### src/sv/bhpq_pkg.sv
// Shared types and codes for the binary heap priority queue.
`timescale 1ns / 1ps

package bhpq_pkg;

  // Request codes carried in the action field.
  localparam logic ACTION_INSERT = 1'b0;
  localparam logic ACTION_POP    = 1'b1;

  // Result status codes.
  localparam logic [1:0] STATUS_OK    = 2'd0;
  localparam logic [1:0] STATUS_FULL  = 2'd1;
  localparam logic [1:0] STATUS_EMPTY = 2'd2;

  typedef struct packed {
    logic        action;
    logic [31:0] key;
    logic [31:0] payload;
  } in_beat_t;

  typedef struct packed {
    logic [31:0] out_key;
    logic [31:0] out_payload;
    logic [1:0]  status;
    logic [7:0]  entry_count;
    logic        is_empty;
  } out_beat_t;

  // Source of the read address.
  typedef enum logic [2:0] {
    RD_NONE   = 3'd0,
    RD_ROOT   = 3'd1,
    RD_LAST   = 3'd2,
    RD_PARENT = 3'd3,
    RD_LCHILD = 3'd4,
    RD_RCHILD = 3'd5
  } rd_sel_t;

  // Data written at the current position.
  typedef enum logic [2:0] {
    WR_NONE   = 3'd0,
    WR_NEW    = 3'd1,
    WR_RDATA  = 3'd2,
    WR_BEST   = 3'd3,
    WR_MOVING = 3'd4
  } wr_sel_t;

  // Update of the position register.
  typedef enum logic [2:0] {
    POS_HOLD   = 3'd0,
    POS_APPEND = 3'd1,
    POS_ROOT   = 3'd2,
    POS_PARENT = 3'd3,
    POS_BEST   = 3'd4
  } pos_sel_t;

  typedef enum logic [1:0] {
    CNT_HOLD = 2'd0,
    CNT_INC  = 2'd1,
    CNT_DEC  = 2'd2
  } cnt_op_t;

  typedef enum logic [2:0] {
    RES_HOLD  = 3'd0,
    RES_CLEAR = 3'd1,
    RES_ROOT  = 3'd2,
    RES_FULL  = 3'd3,
    RES_EMPTY = 3'd4
  } res_op_t;

  typedef enum logic [1:0] {
    BEST_HOLD  = 2'd0,
    BEST_LEFT  = 2'd1,
    BEST_RIGHT = 2'd2
  } best_op_t;

  // Controller to datapath.
  typedef struct packed {
    logic     load_item;
    rd_sel_t  rd_sel;
    wr_sel_t  wr_sel;
    pos_sel_t pos_sel;
    cnt_op_t  cnt_op;
    res_op_t  res_op;
    best_op_t best_op;
    logic     load_moving;
    logic     load_out;
  } dp_cmd_t;

  // Datapath to controller.
  typedef struct packed {
    logic is_pop;
    logic empty;
    logic full;
    logic new_wins;
    logic parent_is_root;
    logic lchild_past_end;
    logic rchild_present;
    logic best_wins;
    logic best_lchild_past_end;
  } dp_stat_t;

endpackage

### src/sv/bhpq_ctrl.sv
// Sequencing state machine for the priority queue insert and pop walks.
`timescale 1ns / 1ps

module bhpq_ctrl import bhpq_pkg::*; (
  input  logic     clk,
  input  logic     rst,
  input  logic     in_valid,
  output logic     in_stall,
  output logic     out_valid,
  input  logic     out_stall,
  input  dp_stat_t stat,
  output dp_cmd_t  cmd
);

  typedef enum logic [10:0] {
    S_IDLE      = 11'b000_0000_0001,
    S_START     = 11'b000_0000_0010,
    S_INS_CMP   = 11'b000_0000_0100,
    S_INS_PUT   = 11'b000_0000_1000,
    S_POP_ROOT  = 11'b000_0001_0000,
    S_POP_LAST  = 11'b000_0010_0000,
    S_POP_LEFT  = 11'b000_0100_0000,
    S_POP_RIGHT = 11'b000_1000_0000,
    S_POP_CMP   = 11'b001_0000_0000,
    S_POP_PUT   = 11'b010_0000_0000,
    S_FINISH    = 11'b100_0000_0000
  } state_t;

  state_t state;
  state_t state_next;
  logic   out_free;

  assign in_stall = rst || (state != S_IDLE);
  assign out_free = !out_valid || !out_stall;

  always_comb begin
    cmd        = '0;
    state_next = state;
    unique case (state)
      S_IDLE: begin
        if (in_valid) begin
          cmd.load_item = 1'b1;
          state_next    = S_START;
        end
      end
      S_START: begin
        if (!stat.is_pop) begin
          if (stat.full) begin
            cmd.res_op = RES_FULL;
            state_next = S_FINISH;
          end else begin
            cmd.res_op  = RES_CLEAR;
            cmd.pos_sel = POS_APPEND;
            if (stat.empty) begin
              state_next = S_INS_PUT;
            end else begin
              cmd.rd_sel = RD_PARENT;
              state_next = S_INS_CMP;
            end
          end
        end else if (stat.empty) begin
          cmd.res_op = RES_EMPTY;
          state_next = S_FINISH;
        end else begin
          cmd.pos_sel = POS_ROOT;
          cmd.rd_sel  = RD_ROOT;
          state_next  = S_POP_ROOT;
        end
      end
      S_INS_CMP: begin
        if (stat.new_wins) begin
          cmd.wr_sel  = WR_RDATA;
          cmd.pos_sel = POS_PARENT;
          if (stat.parent_is_root) begin
            state_next = S_INS_PUT;
          end else begin
            cmd.rd_sel = RD_PARENT;
          end
        end else begin
          cmd.wr_sel = WR_NEW;
          cmd.cnt_op = CNT_INC;
          state_next = S_FINISH;
        end
      end
      S_INS_PUT: begin
        cmd.wr_sel = WR_NEW;
        cmd.cnt_op = CNT_INC;
        state_next = S_FINISH;
      end
      S_POP_ROOT: begin
        cmd.res_op = RES_ROOT;
        cmd.rd_sel = RD_LAST;
        cmd.cnt_op = CNT_DEC;
        state_next = S_POP_LAST;
      end
      S_POP_LAST: begin
        cmd.load_moving = 1'b1;
        if (stat.lchild_past_end) begin
          state_next = S_POP_PUT;
        end else begin
          cmd.rd_sel = RD_LCHILD;
          state_next = S_POP_LEFT;
        end
      end
      S_POP_LEFT: begin
        cmd.best_op = BEST_LEFT;
        if (stat.rchild_present) begin
          cmd.rd_sel = RD_RCHILD;
          state_next = S_POP_RIGHT;
        end else begin
          state_next = S_POP_CMP;
        end
      end
      S_POP_RIGHT: begin
        cmd.best_op = BEST_RIGHT;
        state_next  = S_POP_CMP;
      end
      S_POP_CMP: begin
        if (stat.best_wins) begin
          cmd.wr_sel  = WR_BEST;
          cmd.pos_sel = POS_BEST;
          if (stat.best_lchild_past_end) begin
            state_next = S_POP_PUT;
          end else begin
            cmd.rd_sel = RD_LCHILD;
            state_next = S_POP_LEFT;
          end
        end else begin
          state_next = S_POP_PUT;
        end
      end
      S_POP_PUT: begin
        if (!stat.empty) begin
          cmd.wr_sel = WR_MOVING;
        end
        state_next = S_FINISH;
      end
      S_FINISH: begin
        if (out_free) begin
          cmd.load_out = 1'b1;
          state_next   = S_IDLE;
        end
      end
      default: state_next = S_IDLE;
    endcase
  end

  always_ff @(posedge clk) begin
    if (rst) begin
      state     <= S_IDLE;
      out_valid <= 1'b0;
    end else begin
      state <= state_next;
      if (cmd.load_out) begin
        out_valid <= 1'b1;
      end else if (!out_stall) begin
        out_valid <= 1'b0;
      end
    end
  end

endmodule
### config.mk
export PLATFORM = sky130hd
export DESIGN_NAME = bhpq_ctrl
export DESIGN_NICKNAME = d
export VERILOG_FILES = /design/src/sv/bhpq_pkg.sv /design/src/sv/bhpq_ctrl.sv
export SDC_FILE = /design/constraint.sdc
export NUM_CORES = 1
export LEC_CHECK = 0
export BUFFER_PORTS_ARGS = -buffer_cell sky130_fd_sc_hd__clkbuf_2
export CORE_UTILIZATION = 30
export DETAILED_ROUTE_END_ITERATION = 6
export SLEW_MARGIN = 20
export SYNTH_ARGS = -nofsm -noshare
export SYNTH_HDL_FRONTEND = slang
export SYNTH_SLANG_ARGS = --single-unit
### constraint.sdc
create_clock -name clk -period 2.2 [get_ports clk]
set_clock_uncertainty 0.15 [all_clocks]
set_input_delay 0 -clock clk [delete_from_list [all_inputs] [get_ports clk]]
set_output_delay 0 -clock clk [all_outputs]
set_load 0.01 [all_outputs]
==> results of run 1 <==
-- registers in the layout (all words and copies together) (netlist names) --
register and flops:
out_valid 1, state 11
-- path summary, 6_finish.rpt --
| kind | from | end | slack, ns | depth (start not counted) |
|---|---|---|---|---|
| worst max-delay path | state[1]$_SDFFE_PP0P_ | cmd[15] | 0.01 | 6 |
| worst min-delay path | stat[6] | state[2]$_SDFFE_PP0P_ | 0.01 | 4 |
| worst max register to register | state[3]$_SDFFE_PP0P_ | state[1]$_SDFFE_PP0P_ | 0.15 | 4 |
| worst min register to register | state[10]$_SDFFE_PP0P_ | state[0]$_SDFFE_PP1P_ | 0.49 | 2 |
-- where the power goes --
part / internal, mW / total [mW] / switching [mW]
clock network: 0.101 / 0.177 / 0.0764
registers: 0.218 / 0.227 / 0.00897
logic: 0.0645 / 0.127 / 0.0629
-- kinds of logic (layout without fill, tap and decap cells) --
family / count (synthesis) / after routing / synth area share, %
XOR/XNOR: 3 / 3 / 3.08
buffers and inverters: 12 / 68 / 6.31
AND/OR/NAND/NOR: 66 / 66 / 43.9
flip-flops: 12 / 12 / 28.2
multiplexers: 1 / 1 / 1.32
AO/OA/AOI/OAI: 23 / 23 / 17.2
-- repair_timing --
action                                 in CTS  in global routing
cloned                                      0                  0
endpoints found under the hold margin      12                  0
pin swaps                                   6                  4
hold buffers                               13                  0
setup endpoints to repair                   5                 12
gates resized for setup                    20                 14
setup buffers                               5                  3
-- cells in the final DEF (no fill, tap or decap), types with 2 or more instances in the layout --
cell                            synthesis  routed
sky130_fd_sc_hd__or4b_4                 0       2
sky130_fd_sc_hd__nor3_1                 4       3
sky130_fd_sc_hd__nand2_2                0       2
sky130_fd_sc_hd__nor2_1                18      16
sky130_fd_sc_hd__dlygate4sd3_1          0      12
sky130_fd_sc_hd__nand2_1               13      11
sky130_fd_sc_hd__or4_4                  2       3
sky130_fd_sc_hd__or3_1                  5       3
sky130_fd_sc_hd__o21ai_0                3       3
sky130_fd_sc_hd__a31oi_1                2       2
sky130_fd_sc_hd__and3b_1                2       2
sky130_fd_sc_hd__clkbuf_2               0      28
sky130_fd_sc_hd__o22ai_1                2       2
sky130_fd_sc_hd__buf_4                  0      10
sky130_fd_sc_hd__or3_4                  0       2
sky130_fd_sc_hd__dfxtp_4                0       5
sky130_fd_sc_hd__clkbuf_4               0       3
sky130_fd_sc_hd__buf_2                  1       5
sky130_fd_sc_hd__o21a_1                 2       2
sky130_fd_sc_hd__o31ai_1                2       2
sky130_fd_sc_hd__dfxtp_1               12       5
sky130_fd_sc_hd__inv_1                  9       9
sky130_fd_sc_hd__nand2b_1               5       4
sky130_fd_sc_hd__xnor2_1                2       2
sky130_fd_sc_hd__nand4_1                3       3
sky130_fd_sc_hd__nor2b_1                3       3
sky130_fd_sc_hd__dfxtp_2                0       2
sky130_fd_sc_hd__a21oi_1                5       5
-- layout make-up --
type / count / area (um2) / share of cell area (%)
timing repair buffer: 55 / 360 / 26.3
tap: 30 / 37.5 / 2.74
inverter: 9 / 33.8 / 2.47
multi-input combinational: 93 / 639 / 46.7
sequential: 12 / 262 / 19.1
clock buffer: 4 / 36.3 / 2.65
-- through the flow --
stage	setup slack [ns]	cells	cell area [um2]
4_1_cts	0.000519	201	1320
5_1_grt	-0.0742	203	1370
6_report	0.0119	203	1370
3_5_place_dp	0.0913	179	1050
2_1_floorplan	0.246	117	852
3_3_place_gp	0.156	179	1050
-- tightest hold or removal path, stage by stage --
cell                       delay (ns)
sky130_fd_sc_hd__clkbuf_2        0.10
sky130_fd_sc_hd__or4_4           0.14
sky130_fd_sc_hd__o21ai_2         0.05
sky130_fd_sc_hd__nor2b_1         0.11
-- Yosys cell counts, drive strengths merged --
master / number / share of area [%]
nand4: 3 / 2.2
o21ai: 5 / 2.9
nor2b: 3 / 2.2
or3: 5 / 3.7
o21bai: 1 / 0.88
a31oi: 2 / 1.5
or2: 1 / 0.73
clkbuf: 1 / 0.44
and3b: 2 / 2.1
nand2: 13 / 5.7
buf: 2 / 1.9
o21a: 2 / 1.8
o22ai: 2 / 1.5
nor4b: 1 / 1.0
dfxtp: 12 / 28
and4b: 1 / 1.2
a32oi: 1 / 1.0
inv: 9 / 4.0
o311ai: 1 / 1.0
a22oi: 1 / 0.88
nor2: 18 / 7.9
xor2: 1 / 1.0
a21oi: 5 / 2.9
or4b: 4 / 4.7
nor3: 4 / 2.3
nor4: 3 / 2.9
mux2: 1 / 1.3
xnor2: 2 / 2.1
nand2b: 5 / 3.7
or4: 3 / 3.5
a2bb2oi: 1 / 1.0
o31ai: 2 / 1.8
-- metal layers --
| layer | wire, um | vias up | part of all wire, % |
|---|---|---|---|
| met5 | 0 | - | 0 |
| met4 | 32 | 0 | 1.2 |
| met3 | 69 | 6 | 2.6 |
| met2 | 1360 | 21 | 51 |
| met1 | 1180 | 516 | 45 |
| li1 | - | 541 | - |
==> impl_metrics.csv, run 1 <==
group,metric,value,unit
status,run_status,"completed",
timing,final.hold.worst_slack,0.0126,ns
logic_synthesis,postSynthCellCount,117,
cts,tritoncts.num_buffers,3,
power,worst_vdd_drop,275,uV
cts,clockRootBuffer,"sky130_fd_sc_hd__clkbuf_4",
critical_path,delay_of_the_slowest_cell_on_the_worst_path,0.57,ns
global_routing,wire_length_of_the_first_global_routing_pass,4220,um
power,leakage_power_total,0.694,nW
timing,worst_slew_pin_slew,0.311,ns
global_routing,grt_use_met3,2.81,%
power,total_power,0.531,mW
critical_path,criticalPathCategory,"register to output port",
cts,clkSinkCount,12,
cts,clkLatencyLatePin,0.27,ns
global_routing,overflow,0,
cts,h_tree_level_count,1,
timing,report.final.setup_viol,0,
critical_path,critical_path_arrival,2.04,ns
floorplanning,core,0.00259,mm2
floorplanning,dieHeight,55.3,um
final_layout,num_antenna_cells,0,
critical_path,critical_path_required,2.05,ns
critical_path,cp_cell_sequence,"or4_4, nor2_4, nand2_2, or3_4, o311ai_2, buf_2",
hold_path,worstHoldPathType,"primary input to register",
cts,max-clock-path-buffers,2,
floorplanning,start_util,32.9,%
routing,vias,1084,
final_layout,layout.filler_cells,246,
timing,final.period_utilization,99.5,%
routing,ant_nets,0,
cts,cts_tree,"done",
final_layout,nets,187,
timing,slew-limit-headroom,79.3,%
routing,post-route-drc-count,0,
routing,drt-wirelength-per-cell,13.0,um
critical_path,critical_path_peak_fanout,3,
routing,drt_first_iter_violations,17,
routing,dr.pass1.iters,4,
job,maxCapViolCount,0,
global_routing,met2_routing_resource_usage_after_global_routing,28.4,%
logic_synthesis,syn_avg_cell_area,7.28,um2
logic_synthesis,number_of_nets_produced_by_synthesis,130,
global_routing,pin_count_of_the_biggest_net_entering_global_routing,15,
global_routing,groute.layer.met1.usage,21.6,%
logic_synthesis,synthesis.area,852,um2
cts,clk_pin_slew_worst_paths,0.08,ns
timing,final.min_clock_period,2.19,ns
global_routing,gr-usage-all-layers,16.9,%
power,powerDensity,388,mW/mm2
final_layout,finish.utilization,52.9,%
timing,count_of_final_max_slew_check_failures,0,
routing,routed_wl,2640,um
logic_synthesis,ys_types,37,
critical_path,worstPathBufferInverterCount,1,
logic_synthesis,ys_seq_elements,12,
floorplanning,ios,34,
floorplanning,floorplan.die_area,0.00306,mm2
timing,rsz0062_at_grt,"yes",
routing,drt-vias-per-instance,5.34,
placed_design,routability_congestion,0.826,
critical_path,path_delay_family,"simple AND/OR/NAND/NOR gates",
global_routing,grt_antenna_before_repair,0,
timing,setup_total_negative_slack,0,ns
critical_path,worst_setup_path_end_kind,"output port",
floorplanning,floorplan.die.width,55.3,um
placed_design,buffer_ports.inserted,33,
logic_synthesis,synth.yosys.seq_area_share,28.2,%
timing,finalHoldViolations,0,
global_routing,busiest_layer,"met2",
final_layout,layout-area-overhead-vs-synth,60.6,%
final_layout,drive_gt1_share,43.4,%
logic_synthesis,synth_warn,0,
critical_path,cp-start-kind,"register",
placed_design,detailed_place_hpwl,1780,um
floorplanning,core.rowCount,18,
critical_path,crit_slowest_cell,"sky130_fd_sc_hd__or4_4",
global_routing,grt_pass1_vias,972,
timing,maxClockFrequency,457,MHz
(Power assumes the default switching activity.)
==> inputs of run 2 (changes only) <==
--- a/config.mk
+++ b/config.mk
@@ -5,6 +5,7 @@
 export SDC_FILE = /design/constraint.sdc
 export NUM_CORES = 1
 export LEC_CHECK = 0
+export ABC_AREA = 1
 export BUFFER_PORTS_ARGS = -buffer_cell sky130_fd_sc_hd__clkbuf_2
 export CORE_UTILIZATION = 30
 export DETAILED_ROUTE_END_ITERATION = 6
==> run 2 against run 1 <==
  * Hold slack gained 0.043 ns
  * Critical path depth grew 2
  * Count of clock-buffer cells in the layout is the same
  * Largest power group unchanged
  * Highest routed layer unchanged
  * Clock power is essentially flat
  * Global-route usage shrank 0.60 points
  * Final area shrank 8.7%
  * Worst setup slack gained 0.16 ns
  * Register-to-register slack gained 0.02 ns
  * Sequential share of layout area grew 0.11 points
==> impl_metrics.csv, run 2 <==
group,metric,value,unit
critical_path,r2r_cells,8,
timing,final.period_utilization,92.2,%
timing,post-route-worst-setup-slack,0.172,ns
routing,drt_first_iter_violations,39,
floorplanning,floorplan.die_area,0.00307,mm2
final_layout,most_frequent_cells_in_the_layout,"41 x sky130_fd_sc_hd__nand2_1, 33 x sky130_fd_sc_hd__clkbuf_2, 29 x sky130_fd_sc_hd__inv_1",
logic_synthesis,synth_enable_flop_cells,0,
global_routing,overflow,0,
logic_synthesis,synthesis.area,855,um2
floorplanning,dieHeight,55.4,um
hold_path,hold_path.startpoint,"stat[5]",
timing,maxClockFrequency,493,MHz
final_layout,registers_with_the_most_flip_flops,"state (11), out_valid (1)",
cts,max-clock-path-buffers,2,
routing,vias,1024,
logic_synthesis,syn_avg_cell_area,5.93,um2
cts,clkSinkCount,12,
hold_path,worstHoldPathType,"primary input to register",
critical_path,critical_path_peak_fanout,4,
critical_path,regToRegStartpoint,"state[2]$_SDFFE_PP0P_",
power,p_int,0.363,mW
final_layout,layout-area-overhead-vs-synth,46.3,%
timing,finalHoldViolations,0,
floorplanning,core,0.00259,mm2
final_layout,drive_gt1_share,25.0,%
hold_path,timing.hold.worst_endpoint,"state[0]$_SDFFE_PP1P_",
job,maxCapViolCount,0,
routing,dr.pass1.iters,6,
timing,count_of_final_max_slew_check_failures,0,
power,powerDensity,394,mW/mm2
global_routing,wire_length_of_the_first_global_routing_pass,4040,um
placed_design,place_worst_setup_slack,0.658,ns
placed_design,buffer_ports.inserted,33,
logic_synthesis,number_of_nets_produced_by_synthesis,157,
timing,rsz0062_at_grt,"no",
timing,setup_total_negative_slack,0,ns
routing,ant_nets,0,
timing,slew-limit-headroom,78.0,%
logic_synthesis,yosysTopAreaCellShare,28.1,%
logic_synthesis,synth_warn,0,
floorplanning,ios,34,
final_layout,max_flop_register,"state",
cts,clockRootBuffer,"sky130_fd_sc_hd__clkbuf_4",
timing,worst_slew_pin_slew,0.327,ns
cts,cts_tree,"done",
global_routing,gr-usage-all-layers,16.3,%
routing,routed_wl,2290,um
cts,clkLatencyLatePin,0.27,ns
critical_path,r2r_end,"state[6]$_SDFFE_PP0P_",
logic_synthesis,yosysMostFrequentCell,"sky130_fd_sc_hd__nand2_1",
critical_path,worst_setup_path_end_kind,"register",
critical_path,critical_path_required,2.26,ns
cts,tritoncts.num_buffers,3,
power,leakage_power_total,0.750,nW
global_routing,pin_count_of_the_biggest_net_entering_global_routing,13,
power,proportion_of_power_drawn_by_flip_flops_and_latches,45.5,%
final_layout,nets,210,
floorplanning,core.rowCount,18,
logic_synthesis,ys_dominant_reg_cell,"sky130_fd_sc_hd__dfxtp_1",
critical_path,timing.reg2reg.setup_slack,0.17,ns
critical_path,criticalPathCategory,"register to register",
logic_synthesis,ys_seq_elements,12,
critical_path,cp-start-kind,"register",
placed_design,routability_congestion,0.819,
floorplanning,floorplan.die.width,55.4,um
timing,final.min_clock_period,2.03,ns
critical_path,critical_path_arrival,2.09,ns
power,switching_power,0.130,mW
power,sw_frac_of_total,26.3,%
cts,post_cts.resized_instances,0,
global_routing,grt_pass1_vias,980,
routing,post-route-drc-count,0,
critical_path,cp_cell_sequence,"nor2_1, nand2_1, nor2_2, nand2_1, o22ai_1, inv_1, nor2_1, dlygate4sd3_1",
logic_synthesis,ys_types,20,
power,worst_vdd_drop,207,uV
routing,drt-wirelength-per-cell,10.1,um
logic_synthesis,synth.yosys.seq_area_share,28.1,%
final_layout,flip_flop_count_of_the_largest_register_all_copies_and_words_added,11,
hold_path,count_of_cells_along_the_worst_hold_path,6,
placed_design,detailed_place_hpwl,1860,um
floorplanning,start_util,33.0,%
final_layout,mostFrequentLayoutCell,"sky130_fd_sc_hd__nand2_1",
timing,report.final.setup_viol,0,
global_routing,grt_antenna_before_repair,0,
critical_path,delay_of_the_slowest_cell_on_the_worst_path,0.56,ns
logic_synthesis,synth_top_cells_by_area,"sky130_fd_sc_hd__dfxtp_1 28%, sky130_fd_sc_hd__nand2_1 18%, sky130_fd_sc_hd__inv_1 13%",
final_layout,num_antenna_cells,0,
power,power.share.combinational,19.3,%
logic_synthesis,postSynth.asyncResetShare,0,%
logic_synthesis,synth.largest_area_cell,"sky130_fd_sc_hd__dfxtp_1",
logic_synthesis,postSynthCellCount,144,
status,run_status,"completed",
critical_path,worstSetupStartpoint,"state[2]$_SDFFE_PP0P_",
power,clock_power_share,35.3,%
critical_path,crit_slowest_cell,"sky130_fd_sc_hd__dlygate4sd3_1",
logic_synthesis,synth_commonest_cells,"41 x sky130_fd_sc_hd__nand2_1, 29 x sky130_fd_sc_hd__inv_1, 22 x sky130_fd_sc_hd__nor2_1",
cts,h_tree_level_count,1,
routing,drt-vias-per-instance,4.53,
cts,clk_pin_slew_worst_paths,0.08,ns
run 2: cell count changes in the layout (fill, tap and decap cells not counted), sizes merged, moves of 5 or more:
cell,previous run,this run
inv,9,29
nand3,0,9
clkbuf,32,37
or3,5,0
nor2,18,29
nand2b,5,0
buf,15,0
nand2,13,44
run 2: critical path, delay by kind of cell (launching register included):
| family | cells | cell delay, ns |
|---|---|---|
| and+or+nand+nor | 5 | 0.70 |
| buffers and inverters | 2 | 0.64 |
| DFF | 1 | 0.33 |
| AOI/OAI and AO/OA | 1 | 0.16 |
run 2: per-stage QoR:
stage          utilization (%)  instances  power (mW)  hold WS [ns]  instance area (um2)
2_1_floorplan                -        144       0.279        -0.123                  855
3_3_place_gp              40.7        206       0.307        0.0997                 1050
3_5_place_dp              40.7        206       0.309         0.109                 1050
4_1_cts                   48.3        226       0.494        0.0574                 1250
5_1_grt                   48.3        226       0.526        0.0772                 1250
6_report                  48.3        226       0.492        0.0554                 1250
run 2: final cells by class:
cell class	count	area (um2)
inverters	29	109
repair buffers	49	325
well taps	30	37.5
fillers	275	1340
clock buffers	4	36.3
multi-input cells	102	502
flip-flops and latches	12	240
run 2: routing by layer:
metal	global-route usage [%]	part of all wire (%)	vias up
li1	-	-	543
met1	19.1	47	444
met2	28.4	46	33
met3	3.28	4.6	4
met4	7.50	1.7	0
met5	0	0	-
run 2: power by group through the flow:
stage | clock, mW | sequential (mW) | combinational (mW)
floorplan | 0 | 0.229 | 0.0507
global placement | 0 | 0.229 | 0.0780
detailed placement | 0 | 0.229 | 0.0797
CTS | 0.176 | 0.224 | 0.0948
global route | 0.194 | 0.225 | 0.108
finish | 0.174 | 0.224 | 0.0948
run 2: worst max path at each step:
stage	endpoint	cells past startpoint
2_1_floorplan	state[10]$_SDFFE_PP0P_	9
3_3_place_gp	cmd[15]	6
3_5_place_dp	cmd[15]	6
4_1_cts	state[6]$_SDFFE_PP0P_	8
5_1_grt	state[6]$_SDFFE_PP0P_	8
6_report	state[6]$_SDFFE_PP0P_	8
run 2: what timing repair did:
item                                   in CTS  in global routing
endpoints found under the hold margin      12                  0
hold buffers                               16                  0
setup buffers                               0                  0
run 2: kinds of logic after synthesis:
group           count (synthesis)  synth area share [%]
flops                          12                  28.1
buf+inv                        30                  13.2
simple gates                   92                  52.4
compound gates                 10                  6.30
==> inputs of run 3 (changes only) <==
==> constraint.sdc (replaced) <==
create_clock -name clk -period 2.2 [get_ports clk]
set_clock_uncertainty 0.15 [all_clocks]
set_input_delay 0.33 -clock clk [delete_from_list [all_inputs] [get_ports clk]]
set_output_delay 0.33 -clock clk [all_outputs]
set_load 0.01 [all_outputs]
==> run 3 against run 2 <==
  * Non-clock buffer count shrank 16
  * Flip-flop and latch count stayed put
  * Routed wire length is 5.2% lower
  * Combinational power is 14% lower
  * Largest cell class unchanged
==> impl_metrics.csv, run 3 (synthesized netlist as in run 2, its figures left out) <==
group,metric,value,unit
floorplanning,core.rowCount,18,
floorplanning,floorplan.die.width,55.4,um
final_layout,layout.filler_cells,282,
hold_path,worstHoldPathType,"primary input to register",
floorplanning,floorplan.die_area,0.00307,mm2
hold_path,timing.hold.worst_endpoint,"state[1]$_SDFFE_PP0P_",
routing,ant_nets,0,
timing,finalHoldViolations,0,
cts,h_tree_level_count,1,
final_layout,max_flop_register,"state",
final_layout,layout-area-overhead-vs-synth,27.8,%
timing,setup_total_negative_slack,0,ns
timing,maxClockFrequency,473,MHz
power,leakage_power_total,0.669,nW
cts,max-clock-path-buffers,2,
critical_path,r2r_end,"state[3]$_SDFFE_PP0P_",
cts,postCtsSetupRepairBufs,0,
placed_design,routability_congestion,0.772,
final_layout,drive_gt1_share,27.4,%
power,worst_vdd_drop,188,uV
global_routing,grt_antenna_before_repair,0,
cts,clkSinkCount,12,
routing,drt_first_iter_violations,15,
routing,dr.pass1.iters,4,
routing,routed_wl,2170,um
routing,drt-wirelength-per-cell,10.4,um
routing,vias,967,
global_routing,pin_count_of_the_biggest_net_entering_global_routing,13,
critical_path,worst_setup_path_end_kind,"output port",
placed_design,detailed_place_hpwl,1830,um
job,maxCapViolCount,0,
final_layout,mostFrequentLayoutCell,"sky130_fd_sc_hd__nand2_1",
final_layout,flip_flop_count_of_the_largest_register_all_copies_and_words_added,11,
cts,clk_pin_slew_worst_paths,0.07,ns
timing,report.final.setup_viol,0,
final_layout,registers_with_the_most_flip_flops,"state (11), out_valid (1)",
timing,worst_slew_pin_slew,0.323,ns
final_layout,most_frequent_cells_in_the_layout,"40 x sky130_fd_sc_hd__nand2_1, 33 x sky130_fd_sc_hd__clkbuf_2, 29 x sky130_fd_sc_hd__inv_1",
routing,drt-vias-per-instance,4.63,
global_routing,wire_length_of_the_first_global_routing_pass,3770,um
timing,count_of_final_max_slew_check_failures,0,
floorplanning,ios,34,
cts,cts_tree,"done",
floorplanning,dieHeight,55.4,um
critical_path,r2r_cells,8,
final_layout,num_antenna_cells,0,
floorplanning,start_util,33.0,%
critical_path,regToRegStartpoint,"state[1]$_SDFFE_PP0P_",
final_layout,fin_cells,209,
global_routing,gr-usage-all-layers,15.2,%
hold_path,hold_path.startpoint,"in_valid",
critical_path,timing.reg2reg.setup_slack,0.58,ns
power,powerDensity,400,mW/mm2
critical_path,worstSetupStartpoint,"state[2]$_SDFFE_PP0P_",
critical_path,criticalPathCategory,"register to output port",
timing,final.min_clock_period,2.11,ns
critical_path,critical_path_arrival,1.63,ns
critical_path,cp-start-kind,"register",
global_routing,overflow,0,
cts,tritoncts.num_buffers,3,
timing,final.period_utilization,96.0,%
status,run_status,"completed",
cts,cts_hold_buf,0,
final_layout,nets,194,
cts,clkLatencyLatePin,0.26,ns
routing,post-route-drc-count,0,
critical_path,critical_path_required,1.72,ns
floorplanning,core,0.00259,mm2
hold_path,count_of_cells_along_the_worst_hold_path,3,
cts,clockRootBuffer,"sky130_fd_sc_hd__clkbuf_4",
global_routing,grt_pass1_vias,889,
timing,slew-limit-headroom,78.4,%
placed_design,dp.cells,206,
critical_path,critical_path_peak_fanout,4,
placed_design,buffer_ports.inserted,33,
run 3: changes by cell type in the layout (fill, tap and decap cells not counted), sizes merged:
cell	change
clkbuf	-1
dlygate4sd3	-16
run 3: cell type report:
| type | count | area, um2 | area share, % |
|---|---|---|---|
| multi-input cells | 102 | 518 | 47.4 |
| flip-flops and latches | 12 | 240 | 22.0 |
| repair buffers | 33 | 165 | 15.1 |
| inverters | 29 | 109 | 9.97 |
| well taps | 30 | 37.5 | 3.44 |
| clock buffers | 3 | 22.5 | 2.06 |
run 3: worst max-delay path by stage:
stage	endpoint	slack, ns	depth (start not counted)
2_1_floorplan	cmd[15]	0.48	5
6_report	cmd[16]	0.09	8
5_1_grt	cmd[16]	-0.01	8
3_3_place_gp	cmd[15]	0.35	6
4_1_cts	cmd[15]	0.04	6
3_5_place_dp	cmd[15]	0.33	6
run 3: per-layer routing:
metal | global-route usage [%] | wire length [um] | vias up
li1 | - | - | 515
met1 | 18.5 | 1010 | 420
met2 | 26.9 | 1040 | 30
met3 | 0.937 | 88 | 2
met4 | 7.50 | 27 | 0
met5 | 0 | 0 | -
run 3: repair_timing:
item | CTS | global route
hold endpoints to repair | 0 | 0
resized for setup | 0 | 3
endpoints found under the setup margin | 0 | 3
run 3: critical path, cell delays in order (launching register included):
cell	delay [ns]
sky130_fd_sc_hd__dfxtp_1	0.32
sky130_fd_sc_hd__nor2_1	0.18
sky130_fd_sc_hd__inv_1	0.08
sky130_fd_sc_hd__nor2_1	0.25
sky130_fd_sc_hd__nand2_4	0.11
sky130_fd_sc_hd__nor2_4	0.11
sky130_fd_sc_hd__nand3_1	0.10
sky130_fd_sc_hd__nand3_1	0.08
sky130_fd_sc_hd__clkbuf_2	0.13
run 3: through the flow:
stage | utilization [%] | hold WS (ns) | total power [mW] | area (um2) | setup WS [ns]
after global routing | 42.2 | 0.163 | 0.463 | 1090 | -0.0127
final | 42.2 | 0.157 | 0.437 | 1090 | 0.0880
after detailed placement | 40.7 | 0.327 | 0.308 | 1050 | 0.333
after CTS | 41.5 | 0.153 | 0.438 | 1080 | 0.0404
after global placement | 40.7 | 0.323 | 0.307 | 1050 | 0.350
after floorplan | - | 0.257 | 0.279 | 855 | 0.484
run 3: power breakdown:
part / switching, mW / internal [mW] / total [mW] / leakage (nW)
clock: 0.0671 / 0.0632 / 0.130 / 0.0138
combinational: 0.0523 / 0.0297 / 0.0820 / 0.558
sequential: 0.00292 / 0.221 / 0.224 / 0.0971
total: 0.122 / 0.314 / 0.437 / 0.669
